===== src/hw/rtl/radial_tukey_sample_weight_macros.svh =====
// Assertion macros for the radial Tukey sample weight block.
// Used by the top level; expects clk and rst_n in scope.
`ifndef RADIAL_TUKEY_SAMPLE_WEIGHT_MACROS_SVH
`define RADIAL_TUKEY_SAMPLE_WEIGHT_MACROS_SVH

// checked only out of reset
`define RTSW_CHK(lbl, prop, msg) \
  lbl: assert property (@(posedge clk) disable iff (!rst_n) prop) else $error(msg);

// checked during reset too
`define RTSW_CHK_RST(lbl, prop, msg) \
  lbl: assert property (@(posedge clk) prop) else $error(msg);

`endif


===== src/hw/rtl/rtsw_pkg.sv =====
// Shared types and constants for the radial Tukey sample weight block.
// No dependencies.
`timescale 1ns / 1ps
package rtsw_pkg;

  localparam int COORD_DIMS = 3;

  // register indexes
  localparam logic [1:0] CFG_TAPER_START  = 2'd0;
  localparam logic [1:0] CFG_TAPER_END    = 2'd1;
  localparam logic [1:0] CFG_FLOOR_HEIGHT = 2'd2;

  localparam logic [15:0] HEIGHT_ONE = 16'd32768;

  // Taylor coefficients of cos(pi*u), Q3.30 scaled
  localparam logic [32:0] COS_C1 = 33'd5298703516;
  localparam logic [32:0] COS_C2 = 33'd4358008962;
  localparam logic [32:0] COS_C3 = 33'd1433727481;
  localparam logic [32:0] COS_C4 = 33'd252684340;
  localparam logic [30:0] ONE_Q30 = 31'd1073741824;

  localparam int SQ_STAGES  = 8;   // two root bits per stage
  localparam int DIV_STEPS  = 17;  // quotient bits
  localparam int DIV_STAGES = (DIV_STEPS + 1) / 2;

  typedef enum logic [1:0] {RG_ONE, RG_TAPER, RG_ZERO} region_t;

  typedef struct packed {
    logic signed [15:0] coord_x;
    logic signed [15:0] coord_y;
    logic signed [15:0] coord_z;
    logic               coord_valid;
    logic signed [15:0] sample_re;
    logic signed [15:0] sample_im;
  } in_t;

  typedef struct packed {
    logic signed [15:0] out_re;
    logic signed [15:0] out_im;
  } out_t;

  typedef struct packed {
    logic [15:0] taper_start;
    logic [15:0] taper_end;
    logic [15:0] height;      // already saturated to one
  } cfg_t;

  typedef struct packed {
    logic               coord_valid;
    logic signed [15:0] sample_re;
    logic signed [15:0] sample_im;
    region_t            region;
  } pay_t;

  typedef struct packed {
    logic [31:0] sum;
    pay_t        pay;
  } rad_t;

  typedef struct packed {
    logic [15:0] root;
    pay_t        pay;
  } rt_t;

  typedef struct packed {
    logic [16:0] phase;
    pay_t        pay;
  } ph_t;

endpackage


===== src/hw/rtl/rtsw_sqrt.sv =====
// Pipelined digit-by-digit integer square root of the squared radius.
// Depends on rtsw_pkg.
`timescale 1ns / 1ps
module rtsw_sqrt import rtsw_pkg::*; (
  input  logic clk,
  input  logic rst_n,
  input  logic in_vld,
  input  rad_t in_word,
  output logic in_rdy,
  output logic out_vld,
  output rt_t  out_word,
  input  logic out_rdy
);

  logic [SQ_STAGES-1:0] v_r;
  logic [SQ_STAGES:0]   adv;
  logic [17:0] rem_r  [SQ_STAGES];
  logic [15:0] root_r [SQ_STAGES];
  logic [31:0] sum_r  [SQ_STAGES];
  pay_t        pay_r  [SQ_STAGES];

  assign adv[SQ_STAGES] = out_rdy;
  assign in_rdy = adv[0];

  for (genvar k = 0; k < SQ_STAGES; k++) begin : g_st
    logic [17:0] rem_i, rem_o;
    logic [15:0] root_i, root_o;
    logic [31:0] sum_i;
    pay_t        pay_i;
    logic [18:0] t;
    logic [17:0] trial;

    assign adv[k] = !v_r[k] || adv[k+1];

    if (k == 0) begin : g_head
      assign rem_i  = '0;
      assign root_i = '0;
      assign sum_i  = in_word.sum;
      assign pay_i  = in_word.pay;
    end else begin : g_body
      assign rem_i  = rem_r[k-1];
      assign root_i = root_r[k-1];
      assign sum_i  = sum_r[k-1];
      assign pay_i  = pay_r[k-1];
    end

    always_comb begin
      rem_o  = rem_i;
      root_o = root_i;
      t      = '0;
      trial  = '0;
      for (int j = 0; j < 2; j++) begin
        t     = {rem_o[16:0], sum_i[2*(15-(2*k+j)) +: 2]};
        trial = {root_o, 2'b01};
        if (t >= {1'b0, trial}) begin
          rem_o  = 18'(t - {1'b0, trial});
          root_o = {root_o[14:0], 1'b1};
        end else begin
          rem_o  = t[17:0];
          root_o = {root_o[14:0], 1'b0};
        end
      end
    end

    always_ff @(posedge clk) begin
      if (adv[k]) begin
        rem_r[k]  <= rem_o;
        root_r[k] <= root_o;
        sum_r[k]  <= sum_i;
        pay_r[k]  <= pay_i;
      end
    end
  end

  always_ff @(posedge clk) begin
    if (!rst_n) begin
      v_r <= '0;
    end else begin
      for (int k = 0; k < SQ_STAGES; k++) begin
        if (adv[k]) v_r[k] <= (k == 0) ? in_vld : v_r[k-1];
      end
    end
  end

  assign out_vld       = v_r[SQ_STAGES-1];
  assign out_word.root = root_r[SQ_STAGES-1];
  assign out_word.pay  = pay_r[SQ_STAGES-1];

endmodule


===== config.mk =====
export PLATFORM = sky130hd
export DESIGN_NAME = rtsw_sqrt
export DESIGN_NICKNAME = d
export VERILOG_FILES = /design/src/hw/rtl/radial_tukey_sample_weight_macros.svh /design/src/hw/rtl/rtsw_pkg.sv /design/src/hw/rtl/rtsw_sqrt.sv
export SDC_FILE = /design/constraint.sdc
export NUM_CORES = 1
export LEC_CHECK = 0
export ABC_CLOCK_PERIOD_IN_PS = 5500
export BUFFER_PORTS_ARGS = -buffer_cell sky130_fd_sc_hd__buf_2
export CORE_MARGIN = 4
export CORE_UTILIZATION = 55
export DETAILED_ROUTE_END_ITERATION = 10
export PLACE_DENSITY = 0.74
export SYNTH_ARGS = -nofsm -noshare
export SYNTH_HDL_FRONTEND = slang
export SYNTH_SLANG_ARGS = --single-unit

===== constraint.sdc =====
create_clock -name clk -period 5.5 [get_ports clk]
set_clock_uncertainty 0.1 [all_clocks]
set_input_delay 0.275 -clock clk [delete_from_list [all_inputs] [get_ports clk]]
set_output_delay 0.275 -clock clk [all_outputs]
set_load 0.005 [all_outputs]

==> run metrics <==
outcome finished, final reports clean; number of pins with negative max-slew slack in the final report 0; vias in the first global route around 18k; post-synthesis sequential area ratio 0.631; Tmin final ~5300 ps; leakage power approximately 13 nW; share of the clock period used by the worst path after layout 0.962; required time of the critical path 5760 ps; number of antenna violations at the first check in global routing 4; TritonCTS Buffers 58; critical path endpoint category flop; RSZ-0062 raised after global routing no; largest fanout on the critical path 15; Post-Synthesis Cells 2148; maximum clock frequency 189 MHz; Worst Max-Slew Pin Slew 1090 ps; RD Place Congestion 0.919; total detailed-routing wirelength between 60 and 70 mm; power density over the cells 435 nW/um^2; Register-to-Register Path Depth 17; Worst Hold Slack 255 ps; Area growth syn-to-layout 16.2%; final worst slack around 210 ps; Starting DRT DRC Count 1370; classification of the worst setup path reg2reg; total of buffers placed on input and output ports 123; highest-count cells in the layout ignoring fill and taps edfxtp_1, nor2_1, ha_1; CTS tree done; Post-DRT Antenna Nets 0; clock-pin slew reported for the worst setup and hold paths after clock tree synthesis 70 ps; vertical die dimension approximately 230 um; Clock Latency Late Sink 630 ps; CTS sink cnt a little under 600; tightest slew margin relative to the limit 0.274; fraction of layout cells with a size suffix above 1 0.133; cell types with the largest area share after synthesis edfxtp_1, ha_1, xnor2_1; total setup violations reported at the end of the flow 0; maximum count of clock buffers along a single path 3; placement-stage worst setup slack 142 ps; io pins 124; row count a little over 80; detailed-route wire length per cell 20.2 um; Hold Path Depth 2; syn_area_per_cell 12.9 um^2; Post-synth ARST share 0; clock tree root driver cell clkbuf_16; fillers 3550; total via count after detailed routing 18.0k; # nets final between 2k and 3k; distinct cell type count after synthesis 86; 1st-pass router iterations 6; accumulated negative setup slack 0 ps; reg-to-reg setup timing slack 210 ps; number of H-tree branching levels 2; share of the synthesized area in the top cell type 0.626; flip-flop cell with the highest count after synthesis edfxtp_1; type of the worst min-delay path in2reg; total core area about 49000 um^2; maximum number of pins on one net before global-route repair 77; count of flip-flops with a built-in enable after synthesis 576; worst endpoint data arrival time 5550 ps; number of max-cap violations 0; Overall Global Routing Usage 0.231; post-synthesis cell area ~28000 um^2; yosys warns 0; die extent in x approximately 230 um; first-pass GRT wire length 98.7 mm; vias per cell 5.75; gr ovfl total 0; total count of hold-check failures in the final report 0; FF+latch count, synth slightly below 600; DRC violations left 0; DIE AREA 53900 um^2; kind of start point of the critical path flop; estimated wirelength of the detail-placed design 43.0 mm; starting density of the core 0.560; largest area contributor in the netlist edfxtp_1; Peak VDD IR 0.459 mV; commonest non-fill, non-tap cell in the layout edfxtp_1
where the power goes:
group / internal, mW / switching [mW] / total (mW)
logic: 1.65 / 2.15 / 3.81
clock network: 2.44 / 1.75 / 4.18
registers: 5.58 / 0.415 / 5.99
total: 9.67 / 4.31 / 14.0
path summary, 6_finish.rpt:
check,end,start
setup / recovery,rem_r[3][5]$_DFFE_PP_,rem_r[2][6]$_DFFE_PP_
hold / removal,sum_r[0][6]$_DFFE_PP_,in_word[41]
setup reg to reg,rem_r[3][5]$_DFFE_PP_,rem_r[2][6]$_DFFE_PP_
hold reg to reg,sum_r[5][5]$_DFFE_PP_,sum_r[4][5]$_DFFE_PP_
metal layers:
metal	vias to the layer above	global-route usage	wire [um]
li1	8662	-	-
met1	8668	0.309	27300
met2	531	0.399	31000
met3	123	0.0335	3040
met4	0	0.0648	1830
met5	-	0	0
synth_stat cells (all sizes together) (11+ instances only):
library cell and number:
or3 24, nor2 158, a211oi 16, o211ai 17, xor2 53, o21a 38
nand2b 28, nand3 31, nand2 130, a21oi 136, xnor2 86, nor4 12
o21bai 15, nor3 64, a21o 43, and2 13, buf 11, o31ai 15
clkbuf 25, mux2 16, a31oi 18, edfxtp 576, o21ai 101, or2 14
and3 15, mux2i 11, nor2b 30, ha 148, nand4 29, inv 128
metrics by stage:
stage                     total power, mW  area, um^2   util  cells
final                                14.0       32100  0.651   3130
after global routing                 14.8       32100  0.651   3130
after CTS                            14.0       32000  0.649   3120
after detailed placement             9.75       29300  0.593   2941
after global placement               9.68       29300  0.593   2941
after floorplan                      8.69       27700      -   2149
critical path, cell delays in order (launching register included):
cell,delay [ps]
edfxtp_1,480
or4_1,580
or3_1,440
and3b_1,250
nand2_1,160
buf_4,190
nor2_1,50
a21oi_1,200
ha_1,310
a21o_1,170
a21o_1,180
a221o_1,370
nor2_1,100
a211o_1,170
nand4b_1,150
or4_1,630
buf_4,230
mux2_2,280
area by class of cell:
class                      count  area (um^2)  share of cell area
inverter                     131          497              0.0155
clock inverter                34          515              0.0160
tap                          664          831              0.0259
sequential                   584        17500               0.543
antenna                        3         7.51            0.000234
multi-input combinational   1398         9610               0.299
timing repair buffer         244         1710              0.0531
clock buffer                  72         1500              0.0468
timing repair:
item / in CTS / in global routing
setup endpoints to repair: 0 / 31
resized for setup: 0 / 9
hold buffers: 73 / 0
setup buffers: 0 / 7
endpoints found under the hold margin: 78 / 0
flip-flops by register name, indices dropped and copies added (netlist names):
name / count
root_r: 72
rem_r: 112
pay_r: 280
sum_r: 112
v_r: 8
cell families after synthesis:
| family | count (synthesis) | synth area share |
|---|---|---|
| buf+inv | 167 | 0.0233 |
| fa+ha+maj | 148 | 0.0670 |
| xor+xnor | 139 | 0.0440 |
| other cells | 1 | 0.000136 |
| flops | 584 | 0.631 |
| compound gates | 486 | 0.115 |
| mux | 27 | 0.0105 |
| simple gates | 596 | 0.109 |
Note: power is estimated with default switching activity, not from simulation.
