`src/hw/rtl/radial_tukey_sample_weight_macros.svh`:
```
// Assertion macros for the radial Tukey sample weight block.
// Used by the top level; expects clk and rst_n in scope.
`ifndef RADIAL_TUKEY_SAMPLE_WEIGHT_MACROS_SVH
`define RADIAL_TUKEY_SAMPLE_WEIGHT_MACROS_SVH

// checked only out of reset
`define RTSW_CHK(lbl, prop, msg) \
  lbl: assert property (@(posedge clk) disable iff (!rst_n) prop) else $error(msg);

// checked during reset too
`define RTSW_CHK_RST(lbl, prop, msg) \
  lbl: assert property (@(posedge clk) prop) else $error(msg);

`endif

```
`src/hw/rtl/rtsw_pkg.sv`:
```
// Shared types and constants for the radial Tukey sample weight block.
// No dependencies.
`timescale 1ns / 1ps
package rtsw_pkg;

  localparam int COORD_DIMS = 3;

  // register indexes
  localparam logic [1:0] CFG_TAPER_START  = 2'd0;
  localparam logic [1:0] CFG_TAPER_END    = 2'd1;
  localparam logic [1:0] CFG_FLOOR_HEIGHT = 2'd2;

  localparam logic [15:0] HEIGHT_ONE = 16'd32768;

  // Taylor coefficients of cos(pi*u), Q3.30 scaled
  localparam logic [32:0] COS_C1 = 33'd5298703516;
  localparam logic [32:0] COS_C2 = 33'd4358008962;
  localparam logic [32:0] COS_C3 = 33'd1433727481;
  localparam logic [32:0] COS_C4 = 33'd252684340;
  localparam logic [30:0] ONE_Q30 = 31'd1073741824;

  localparam int SQ_STAGES  = 8;   // two root bits per stage
  localparam int DIV_STEPS  = 17;  // quotient bits
  localparam int DIV_STAGES = (DIV_STEPS + 1) / 2;

  typedef enum logic [1:0] {RG_ONE, RG_TAPER, RG_ZERO} region_t;

  typedef struct packed {
    logic signed [15:0] coord_x;
    logic signed [15:0] coord_y;
    logic signed [15:0] coord_z;
    logic               coord_valid;
    logic signed [15:0] sample_re;
    logic signed [15:0] sample_im;
  } in_t;

  typedef struct packed {
    logic signed [15:0] out_re;
    logic signed [15:0] out_im;
  } out_t;

  typedef struct packed {
    logic [15:0] taper_start;
    logic [15:0] taper_end;
    logic [15:0] height;      // already saturated to one
  } cfg_t;

  typedef struct packed {
    logic               coord_valid;
    logic signed [15:0] sample_re;
    logic signed [15:0] sample_im;
    region_t            region;
  } pay_t;

  typedef struct packed {
    logic [31:0] sum;
    pay_t        pay;
  } rad_t;

  typedef struct packed {
    logic [15:0] root;
    pay_t        pay;
  } rt_t;

  typedef struct packed {
    logic [16:0] phase;
    pay_t        pay;
  } ph_t;

endpackage

```
`src/hw/rtl/rtsw_front.sv`:
```
// Front stages: coordinate squares, squared radius and region decision.
// Depends on rtsw_pkg.
`timescale 1ns / 1ps
module rtsw_front import rtsw_pkg::*; (
  input  logic clk,
  input  logic rst_n,
  input  logic in_vld,
  input  in_t  in_word,
  output logic in_rdy,
  input  cfg_t cfg,
  output logic out_vld,
  output rad_t out_word,
  input  logic out_rdy
);

  logic [1:0] v_r;
  logic [2:0] adv;
  logic [30:0] xx_r, yy_r, zz_r;
  logic [31:0] st_sq_r, en_sq_r;
  pay_t p0_r;
  rad_t s1_r;

  logic signed [31:0] xs, ys, zs;
  logic [31:0] sum;
  rad_t s1_nxt;

  assign adv[2] = out_rdy;
  assign adv[1] = !v_r[1] || adv[2];
  assign adv[0] = !v_r[0] || adv[1];
  assign in_rdy = adv[0];

  always_comb begin
    xs = in_word.coord_x * in_word.coord_x;
    ys = in_word.coord_y * in_word.coord_y;
    zs = (COORD_DIMS > 2) ? in_word.coord_z * in_word.coord_z : 32'sd0;
  end

  always_comb begin
    sum = {1'b0, xx_r} + {1'b0, yy_r} + {1'b0, zz_r};
    s1_nxt.sum = sum;
    s1_nxt.pay = p0_r;
    if (sum > en_sq_r) begin
      s1_nxt.pay.region = RG_ZERO;
    end else if (sum > st_sq_r) begin
      s1_nxt.pay.region = RG_TAPER;
    end else begin
      s1_nxt.pay.region = RG_ONE;
    end
  end

  always_ff @(posedge clk) begin
    if (!rst_n) begin
      v_r <= '0;
    end else begin
      if (adv[0]) v_r[0] <= in_vld;
      if (adv[1]) v_r[1] <= v_r[0];
    end
  end

  // config must be held static while words are in flight; the block does not enforce it
  always_ff @(posedge clk) begin
    st_sq_r <= 32'(cfg.taper_start) * 32'(cfg.taper_start);
    en_sq_r <= 32'(cfg.taper_end) * 32'(cfg.taper_end);
    if (adv[0]) begin
      xx_r <= xs[30:0];
      yy_r <= ys[30:0];
      zz_r <= zs[30:0];
      p0_r.coord_valid <= in_word.coord_valid;
      p0_r.sample_re   <= in_word.sample_re;
      p0_r.sample_im   <= in_word.sample_im;
      p0_r.region      <= RG_ONE;
    end
    if (adv[1]) s1_r <= s1_nxt;
  end

  assign out_vld  = v_r[1];
  assign out_word = s1_r;

endmodule

```
`config.mk`:
```
export PLATFORM = sky130hd
export DESIGN_NAME = rtsw_front
export DESIGN_NICKNAME = d
export VERILOG_FILES = /design/src/hw/rtl/radial_tukey_sample_weight_macros.svh /design/src/hw/rtl/rtsw_pkg.sv /design/src/hw/rtl/rtsw_front.sv
export SDC_FILE = /design/constraint.sdc
export NUM_CORES = 2
export LEC_CHECK = 0
export ABC_AREA = 1
export BUFFER_PORTS_ARGS = -buffer_cell sky130_fd_sc_hd__buf_2
export CAP_MARGIN = 20
export CORE_MARGIN = 3
export CORE_UTILIZATION = 25
export CTS_CLUSTER_SIZE = 20
export DETAILED_ROUTE_END_ITERATION = 8
export SYNTH_ARGS = -nofsm -noshare
export SYNTH_HDL_FRONTEND = slang
export SYNTH_SLANG_ARGS = --single-unit
```
`constraint.sdc`:
```
create_clock -name clk -period 9.95 [get_ports clk]
set_input_delay 2.985 -clock clk [delete_from_list [all_inputs] [get_ports clk]]
set_output_delay 2.985 -clock clk [all_outputs]
set_load 0.02 [all_outputs]
```
==> summary.md <==
| Metric | Value |
|---|---|
| Status | `complete, no violations` |
| Via count | `40,700` |
| Non-filler cells, final | `9,611` |
| Syn avg cell area | `8.23 sq um` |
| Yosys warns | `0` |
| # IOs | `202` |
| First-pass GRT wire length | `227,000 um` |
| Core footprint | `218,000 sq um` |
| Seq cells post-synth | `254` |
| Number of global-route vias before repair | `43,500` |
| # port buffers | `185` |
| Die H | `474 um` |
| Crit path cell chain | `buf_2 -> clkinv_1 -> or2_2 -> fa_1 -> inv_1 -> fa_1 -> inv_1 -> fa_1 -> inv_1 -> fa_1 -> inv_1 -> fa_1 -> inv_1 -> fa_1 -> ha_1 -> nand2_1 -> nor2_1 -> nand2_1 -> nor3_1 -> nand2_1 -> nand3_1 -> inv_1 -> nand2_1 -> nand2_1` |
| Antenna violations before repair | `16` |
| Drt pass-1 iters | `7` |
| Netlist cell types | `42` |
| Met2 Usage GRT | `21.9%` |
| Vias per std cell | `4.23` |
| Final Hold Viols | `0` |
| Worst-path clk slew | `0.06 ns` |
| Detailed placer's ending HPWL | `121,000 um` |
| Sequential fraction of the synthesis area | `12.7%` |
| Final wirelength | `138,000 um` |
| Gr usage total | `12.5%` |
| Largest family of logic cells by synthesized area | `adder cells` |
| GR Util met3 | `1.01%` |
| H-tree depth | `1` |
| Slew Limit Fails | `0` |
| Drc violations | `0` |
| Xor-xnor portion of the synthesized cell area | `2.36%` |
| Initial Util | `25.2%` |
| Worst EP arrival | `8.69 ns` |
| Multiplexer share of the synthesized area | `0%` |
| Worst Hold Class | `flop to flop` |
| Crit Path Class | `input pin to flop` |
| Post-Synth Adder-Cell Area | `50.6%` |
| DRT iter0 DRCs | `2,013` |
| Layout net count | `8,452` |
| GRT Max-Usage Layer | `met2` |
| Clk sinks | `254` |
| Clk root buf | `clkbuf_16` |
| Fin Setup TNS | `0 ns` |
| Final ANT Viol Nets | `0` |
| Skew-Pair Late Insertion Delay | `0.63 ns` |
| Fin util | `27.5%` |
| RSZ-0062 raised after global routing | `false` |
| Most frequent cells in the layout | `2,000 x inv_1, 1,500 x nand2_1, 1,046 x fa_1` |
| Crit path largest cell delay | `0.48 ns` |
| Std-Cell Rows | `171` |
| Max Freq | `120 MHz` |
| Final GP Congestion | `0.889` |
| Layout overhead on the synthesized area | `9.05%` |
| Setup crit end kind | `flop` |
| Die area | `225,000 sq um` |
| Crit path time final | `8.31 ns` |
| Worst Tran Pin Value | `1.08 ns` |
| Total CTS buffers | `30` |
| Post-CTS sizing | `0` |
| Commonest non-fill, non-tap cell in the layout | `inv_1` |
| Post-synthesis compound-gate area fraction | `3.59%` |
| Final period utilization | `83.5%` |
| Max-cap check violation count | `0` |
| Post-Syn Area | `54,900 sq um` |
| Post-synthesis simple-gate area fraction | `15.9%` |
| Slew margin rel. | `28.0%` |
| Post-CTS Setup Inserts | `0` |
| Final setup vio count | `0` |
| Fillers | `23,400` |
| Met1 usage | `16.7%` |
| CTS tree | `built` |
| Syn Inst Count | `6,666` |
| Dpl cells | `9,552` |
| Die X | `474 um` |
| Max Buffers Root-to-Sink | `3` |
| Crit path max fanout | `21` |
| Layout Skew | `0.0600 ns` |
| GR Overflow Total | `0` |
| WL per Instance | `14.4 um` |
| Slowest CP cell | `clkinv_1` |
| CTS Hold Bufs | `0` |
| Largest net degree at the start of global routing | `81` |
| WP data required | `10.34 ns` |
| Crit path launch type | `input pin` |
| Share of cells above drive strength 1 | `4.13%` |
Yosys cell counts:
cell,count,area [sq um]
nor3_4,1,16.3
clkinv_1,3,11.3
nor2_4,1,11.3
nor4_1,3,18.8
nor2b_1,1,6.26
nand2b_1,1,6.26
a21o_2,1,8.76
dfxtp_1,64,1280
conb_1,2,7.51
buf_2,3,15.0
inv_2,1,3.75
a21o_1,10,75.1
xor2_1,113,990
nand2_2,11,68.8
nand2_1,1501,5630
nand3_1,191,956
nand2_4,1,11.3
buf_1,5,18.8
ha_1,543,6790
nor2_2,5,31.3
clkbuf_1,149,559
or2_2,11,68.8
o21ai_2,1,8.76
and2_1,7,43.8
fa_1,1046,20900
nand3_2,1,10.0
nor3_2,2,20.0
nor3_1,41,205
a31o_2,6,52.6
o211ai_1,4,30.0
o21ai_1,2,10.0
xnor2_1,35,307
a21boi_0,3,22.5
o21ai_0,93,465
o21a_1,2,15.0
nor2_1,278,1040
nand4_1,84,526
o21bai_1,31,233
edfxtp_1,190,5710
inv_1,2000,7510
a21oi_1,210,1050
nand3b_1,9,67.6
final cells by class:
class | instances | area (sq um) | share of cell area, %
Sequential cell | 254 | 6990 | 11.7
Inverter | 2004 | 7520 | 12.6
Clock inverter | 12 | 131 | 0.220
Timing Repair Buffer | 188 | 948 | 1.59
Clock buffer | 44 | 876 | 1.46
Multi-Input combinational cell | 4252 | 39800 | 66.5
Tap cell | 2854 | 3570 | 5.97
Antenna cell | 3 | 7.51 | 0.0125
per-stage QoR:
| step | setup WS [ns] | hold WS, ns | area [sq um] |
|---|---|---|---|
| after floorplan | 0.991 | 0.400 | 54900 |
| after global placement | 1.07 | 0.401 | 58800 |
| after detailed placement | 1.06 | 0.405 | 58800 |
| after CTS | 1.75 | 0.418 | 59800 |
| after global routing | 1.31 | 0.422 | 59800 |
| final | 1.64 | 0.417 | 59800 |
critical path: cells and delay by family:
kind          cells  cell delay (ns)
simple gates      9             1.33
fa+ha+maj         7             3.22
buf+inv           8             1.14
flip-flops by register name (all words and copies together) (netlist names):
| signal | cells |
|---|---|
| out_word | 67 |
| p0_r | 33 |
| en_sq_r | 31 |
| st_sq_r | 31 |
| xx_r | 30 |
| yy_r | 30 |
| zz_r | 30 |
| v_r | 2 |
routing by layer:
layer | share of wire [%] | routed length [um] | vias up
met5 | 0.051 | 71 | -
met4 | 2.0 | 2820 | 12
met3 | 4.0 | 5520 | 139
met2 | 49 | 67500 | 774
met1 | 45 | 62400 | 20100
li1 | - | - | 19600
path summary, 6_finish.rpt:
kind         cells past startpoint     endpoint   startpoint  slack (ns)
max                             24     xx_r[30]  in_word[80]        1.64
min                              0  out_word[9]      p0_r[9]        0.42
max reg2reg                     18  out_word[0]     xx_r[20]        5.71
min reg2reg                      0  out_word[9]      p0_r[9]        0.42
kinds of logic after synthesis:
| logic type | count (synthesis) |
|---|---|
| buffers and inverters | 2161 |
| AND/OR/NAND/NOR | 2149 |
| adder cells (fa/ha/maj) | 1589 |
| AO/OA/AOI/OAI | 363 |
| flip-flops | 254 |
| XOR/XNOR | 148 |
| other | 2 |
Power is not shown: default switching activity piles up to over one toggle a cycle in this logic, so the estimate is an artifact.
