<file path="config.mk">
export PLATFORM = sky130hd
export DESIGN_NAME = rtsw_div
export DESIGN_NICKNAME = d
export VERILOG_FILES = /design/src/hw/rtl/radial_tukey_sample_weight_macros.svh /design/src/hw/rtl/rtsw_pkg.sv /design/src/hw/rtl/rtsw_div.sv
export SDC_FILE = /design/constraint.sdc
export NUM_CORES = 1
export LEC_CHECK = 0
export BUFFER_PORTS_ARGS = -buffer_cell sky130_fd_sc_hd__buf_4
export CORE_MARGIN = 2
export CORE_UTILIZATION = 35
export CTS_CLUSTER_SIZE = 24
export DETAILED_ROUTE_END_ITERATION = 7
export GPL_TIMING_DRIVEN = 0
export SYNTH_ARGS = -nofsm -noshare
export SYNTH_HDL_FRONTEND = slang
export SYNTH_SLANG_ARGS = --single-unit
</file>
<file path="constraint.sdc">
create_clock -name clk -period 8.55 [get_ports clk]
set_input_delay 1.2825 -clock clk [delete_from_list [all_inputs] [get_ports clk]]
set_output_delay 1.2825 -clock clk [all_outputs]
set_load 0.005 [all_outputs]
</file>
<file path="src/hw/rtl/radial_tukey_sample_weight_macros.svh">
// Assertion macros for the radial Tukey sample weight block.
// Used by the top level; expects clk and rst_n in scope.
`ifndef RADIAL_TUKEY_SAMPLE_WEIGHT_MACROS_SVH
`define RADIAL_TUKEY_SAMPLE_WEIGHT_MACROS_SVH

// checked only out of reset
`define RTSW_CHK(lbl, prop, msg) \
  lbl: assert property (@(posedge clk) disable iff (!rst_n) prop) else $error(msg);

// checked during reset too
`define RTSW_CHK_RST(lbl, prop, msg) \
  lbl: assert property (@(posedge clk) prop) else $error(msg);

`endif

</file>
<file path="src/hw/rtl/rtsw_pkg.sv">
// Shared types and constants for the radial Tukey sample weight block.
// No dependencies.
`timescale 1ns / 1ps
package rtsw_pkg;

  localparam int COORD_DIMS = 3;

  // register indexes
  localparam logic [1:0] CFG_TAPER_START  = 2'd0;
  localparam logic [1:0] CFG_TAPER_END    = 2'd1;
  localparam logic [1:0] CFG_FLOOR_HEIGHT = 2'd2;

  localparam logic [15:0] HEIGHT_ONE = 16'd32768;

  // Taylor coefficients of cos(pi*u), Q3.30 scaled
  localparam logic [32:0] COS_C1 = 33'd5298703516;
  localparam logic [32:0] COS_C2 = 33'd4358008962;
  localparam logic [32:0] COS_C3 = 33'd1433727481;
  localparam logic [32:0] COS_C4 = 33'd252684340;
  localparam logic [30:0] ONE_Q30 = 31'd1073741824;

  localparam int SQ_STAGES  = 8;   // two root bits per stage
  localparam int DIV_STEPS  = 17;  // quotient bits
  localparam int DIV_STAGES = (DIV_STEPS + 1) / 2;

  typedef enum logic [1:0] {RG_ONE, RG_TAPER, RG_ZERO} region_t;

  typedef struct packed {
    logic signed [15:0] coord_x;
    logic signed [15:0] coord_y;
    logic signed [15:0] coord_z;
    logic               coord_valid;
    logic signed [15:0] sample_re;
    logic signed [15:0] sample_im;
  } in_t;

  typedef struct packed {
    logic signed [15:0] out_re;
    logic signed [15:0] out_im;
  } out_t;

  typedef struct packed {
    logic [15:0] taper_start;
    logic [15:0] taper_end;
    logic [15:0] height;      // already saturated to one
  } cfg_t;

  typedef struct packed {
    logic               coord_valid;
    logic signed [15:0] sample_re;
    logic signed [15:0] sample_im;
    region_t            region;
  } pay_t;

  typedef struct packed {
    logic [31:0] sum;
    pay_t        pay;
  } rad_t;

  typedef struct packed {
    logic [15:0] root;
    pay_t        pay;
  } rt_t;

  typedef struct packed {
    logic [16:0] phase;
    pay_t        pay;
  } ph_t;

endpackage

</file>
<file path="src/hw/rtl/rtsw_div.sv">
// Pipelined restoring divider: taper phase (r - start) * 2^16 / (end - start).
// Depends on rtsw_pkg.
`timescale 1ns / 1ps
module rtsw_div import rtsw_pkg::*; (
  input  logic clk,
  input  logic rst_n,
  input  logic in_vld,
  input  rt_t  in_word,
  output logic in_rdy,
  input  cfg_t cfg,
  output logic out_vld,
  output ph_t  out_word,
  input  logic out_rdy
);

  localparam int NS = DIV_STAGES + 1;

  logic [NS-1:0] v_r;
  logic [NS:0]   adv;
  logic [15:0] rem_r [NS];
  logic [16:0] quo_r [NS];
  logic        d0_r  [NS];
  pay_t        pay_r [NS];

  logic [15:0] den;
  logic [15:0] rdiff;

  // only meaningful in the taper region, where end > start
  assign den   = 16'(cfg.taper_end - cfg.taper_start);
  assign rdiff = 16'(in_word.root - cfg.taper_start);

  assign adv[NS] = out_rdy;
  assign in_rdy  = adv[0];

  for (genvar k = 0; k < NS; k++) begin : g_st
    logic [15:0] rem_o;
    logic [16:0] quo_o;
    logic        d0_o;
    pay_t        pay_o;
    logic [16:0] t;

    assign adv[k] = !v_r[k] || adv[k+1];

    if (k == 0) begin : g_prep
      always_comb begin
        t     = '0;
        rem_o = {1'b0, rdiff[15:1]};
        quo_o = '0;
        d0_o  = rdiff[0];
        pay_o = in_word.pay;
      end
    end else begin : g_step
      always_comb begin
        rem_o = rem_r[k-1];
        quo_o = quo_r[k-1];
        d0_o  = d0_r[k-1];
        pay_o = pay_r[k-1];
        t     = '0;
        for (int j = 0; j < 2; j++) begin
          if (2*(k-1)+j < DIV_STEPS) begin
            // first step brings down the low bit of the distance, then zeros
            t = {rem_o, (2*(k-1)+j == 0) ? d0_o : 1'b0};
            if (t >= {1'b0, den}) begin
              rem_o = 16'(t - {1'b0, den});
              quo_o = {quo_o[15:0], 1'b1};
            end else begin
              rem_o = t[15:0];
              quo_o = {quo_o[15:0], 1'b0};
            end
          end
        end
      end
    end

    always_ff @(posedge clk) begin
      if (adv[k]) begin
        rem_r[k] <= rem_o;
        quo_r[k] <= quo_o;
        d0_r[k]  <= d0_o;
        pay_r[k] <= pay_o;
      end
    end
  end

  always_ff @(posedge clk) begin
    if (!rst_n) begin
      v_r <= '0;
    end else begin
      for (int k = 0; k < NS; k++) begin
        if (adv[k]) v_r[k] <= (k == 0) ? in_vld : v_r[k-1];
      end
    end
  end

  assign out_vld        = v_r[NS-1];
  assign out_word.phase = quo_r[NS-1];
  assign out_word.pay   = pay_r[NS-1];

endmodule

</file>
==> run metrics <==
combinational family with the most area after synthesis compound AO/OA/AOI/OAI gates; Period Utilization, post-route 96.9%; number of optimization iterations in the first detailed-route pass 6; layout-stage area growth over the synthesis result 19.9%; fraction of synthesized area in multiplexers 3.26%; count of endpoints failing hold in the final timing report 0; capture instance of the worst register-to-register path rem_r[7][10]; total detailed-routing wirelength 92600 um; number of standard-cell rows in the floorplan 114; compound-gate portion of the synthesized area 14.8%; required time at the worst-slack endpoint 8900 ps; kind of end point of the critical path register; vias after detailed routing 24608; maximum fanout along the worst path 10; cell count after placement approximately 4400; worst setup path startpoint cfg[16]; setup slack after placement -3710 ps; Ports 157; post-synthesis cell count approximately 3000; Nets between 3000 and 4000; # H-tree levels 3; average cell area after synthesis about 12 um2; category of the critical setup timing path in2reg; critical path launch point type input port; synthesis warning total 0; TritonCTS clock tree done; non-filler instance count after layout 4577; via density per instance 5.38; drt drc 0; area of the mapped netlist ~34000 um2; Reg2Reg Depth 23; launch instance of the worst register-to-register path rem_r[6][0]; final period demand of the worst path between 8000 and 9000 ps; clk slew on worst S/H paths 60 ps; placed instance area 37600 um2; full die area 100000 um2; delay of the slowest cell on the worst path 410 ps; run status completed; clk sink count 593; number of max-cap violations 0; height of the die between 300 and 400 um; initial core utilization 35.4%; post-route worst setup slack between 200 and 300 ps; layout filler cell count around 9000; Syn Nets 3347; antenna violations before repair 2; count of endpoints failing setup in the final report 0; crit path DAT 8630 ps; arithmetic-cell share of the synthesized area counting full adders, half adders and majority gates between 10 and 15%; Wirelength per Cell 20.2 um; maximum operating frequency 121 MHz; headroom to the max-slew limit about 7.5%; predominant post-synthesis flop cell edfxtp_1; critical path's slowest cell a311o_1; critical path's most frequent cell buf_4; fraction of layout cells with a size suffix above 1 17.8%; global-route wire length before repair ~140000 um; quantity of I/O buffers inserted on ports 139; number of library cell types mapped by synthesis 99; maximum count of clock buffers along a single path 3; Post-synth EDFFs approximately 580; insertion delay to the later sink of the worst-skew pair 630 ps; clock skew 42.9 ps; buffer type at the clock tree root clkbuf_16; via count of the first global-routing pass 24005; number of DRC markers after the initial detailed-route iteration 1789; die span in x 317 um; area share of xor/xnor cells in the synthesized design 5.77%; proportion of synthesized flip-flops having asynchronous set or reset 0%; final max-slew violation count 0; Seq cells post-synth 593; slew of the pin with the lowest slew margin ~1400 ps; endpoint of the worst setup timing path rem_r[3][7]; setup slack of the worst register-to-register path approximately 2400 ps; Overflow after GRT 0; Global Route Usage Sum 18.1%; pin count of the biggest net entering global routing 60; sequential-to-total area share from yosys stat 51.6%; cts bufs inserted 66; routability congestion estimate from global placement 0.900; antenna-violating nets left 0; half-perimeter wire length of the detailed placement result 64000 um; path class of the lowest-slack min-delay path reg2reg; design area 41100 um2; Fin Hold WS between 300 and 400 ps; area of the core 96900 um2; fraction of the mapped netlist area in simple logic gates 11.0%
layout by cell type (no fill, tap or decap), types with 22 or more instances in the layout:
cell type,instances
inv_1,123
or3_1,23
clkbuf_16,66
edfxtp_1,583
o21ai_0,134
xnor2_1,162
nor3_1,74
nand2b_1,29
ha_1,249
nor2_1,223
buf_4,200
nand3_1,59
nand2_1,187
xor2_1,47
o21bai_1,22
a21o_1,77
mux2_2,52
o211ai_1,25
nand4_1,32
and3_1,26
o21a_1,40
a21oi_1,201
nor2b_1,30
final cells by class:
class	instances	area, um2	area share [%]
inverter	137	541	1.31
antenna	1	2.50	0.00609
clock inverter	43	464	1.13
tap	1276	1600	3.88
buffer	60	433	1.05
multi-input combinational	2172	16700	40.6
sequential	593	17700	43.1
clock buffer	76	1700	4.13
timing repair buffer	219	1980	4.81
metrics by stage:
step                      setup TNS [ps]  utilization [%]
after floorplan                        0                -
after global placement           -396230             38.3
after detailed placement         -269790             38.8
after CTS                              0             41.6
after global routing                -512             42.5
final                                  0             42.5
routing by layer:
| layer | share of wire (%) | vias to the layer above | global-route usage [%] |
|---|---|---|---|
| met2 | 49 | 586 | 31.4 |
| met4 | 3.5 | 0 | 6.87 |
| li1 | - | 11856 | - |
| met3 | 4.9 | 181 | 2.62 |
| met5 | 0 | - | 0 |
| met1 | 43 | 11985 | 22.9 |
timing repair:
action | in CTS | in global routing
resized for setup | 82 | 131
buffers inserted | 31 | 32
pin swaps | 15 | 36
endpoints found under the setup margin | 136 | 134
hold buffers | 0 | 0
cloned | 0 | 1
flip-flops by register name (all words and copies together) (netlist names):
name,count
rem_r,143
d0_r,1
v_r,10
quo_r,89
pay_r,350
cell usage after synthesis, types with 18 or more instances:
library cell	instances	area share, %
clkbuf_1	36	0.39
o31ai_1	22	0.48
ha_1	269	9.8
o21a_1	41	0.90
a31oi_1	24	0.44
or3_1	24	0.44
nand3_1	63	0.92
maj3_1	19	0.55
edfxtp_1	583	51
o211ai_1	25	0.55
nand4_1	32	0.58
o21bai_1	23	0.50
nor2b_1	30	0.55
nand2_1	193	2.1
mux2_1	21	0.69
o21ai_0	145	2.1
mux2_2	52	1.7
a21oi_1	220	3.2
nand2b_1	30	0.55
xor2_1	54	1.4
nor2_1	228	2.5
nor3_1	77	1.1
a21o_1	77	1.7
xnor2_1	165	4.2
and3_1	27	0.49
inv_1	135	1.5
buf_2	18	0.26
critical path: cells and delay by family:
kind	cells	cell delay (ps)
adders and majority gates	4	1090
buffers and inverters	8	1000
xor gates and xnor gates	1	210
muxes	1	350
and+or+nand+nor	5	520
AOI/OAI and AO/OA	18	4170
logic make-up (layout without fill, tap and decap cells):
group,Yosys count,in the layout
AND/OR/NAND/NOR,788,788
other,0,1
flip-flops,593,593
buffers and inverters,199,535
XOR/XNOR,222,222
adder cells (fa/ha/maj),304,304
AO/OA/AOI/OAI,760,760
multiplexers,98,98
how the worst min path moves through the flow:
| stage | startpoint | to | slack [ps] | depth (start not counted) |
|---|---|---|---|---|
| floorplan | pay_r[0][0] | pay_r[1][0] | 400 | 0 |
| global placement | pay_r[2][19] | pay_r[3][19] | 400 | 0 |
| detailed placement | pay_r[0][27] | pay_r[1][27] | 400 | 0 |
| CTS | quo_r[6][0] | quo_r[7][2] | 390 | 0 |
| global route | pay_r[5][18] | pay_r[6][18] | 400 | 0 |
| finish | quo_r[6][0] | quo_r[7][2] | 390 | 0 |
Power is left out: the tool's default activity adds up to more than one toggle a clock period on the data nets, which glitch-free logic cannot reach.
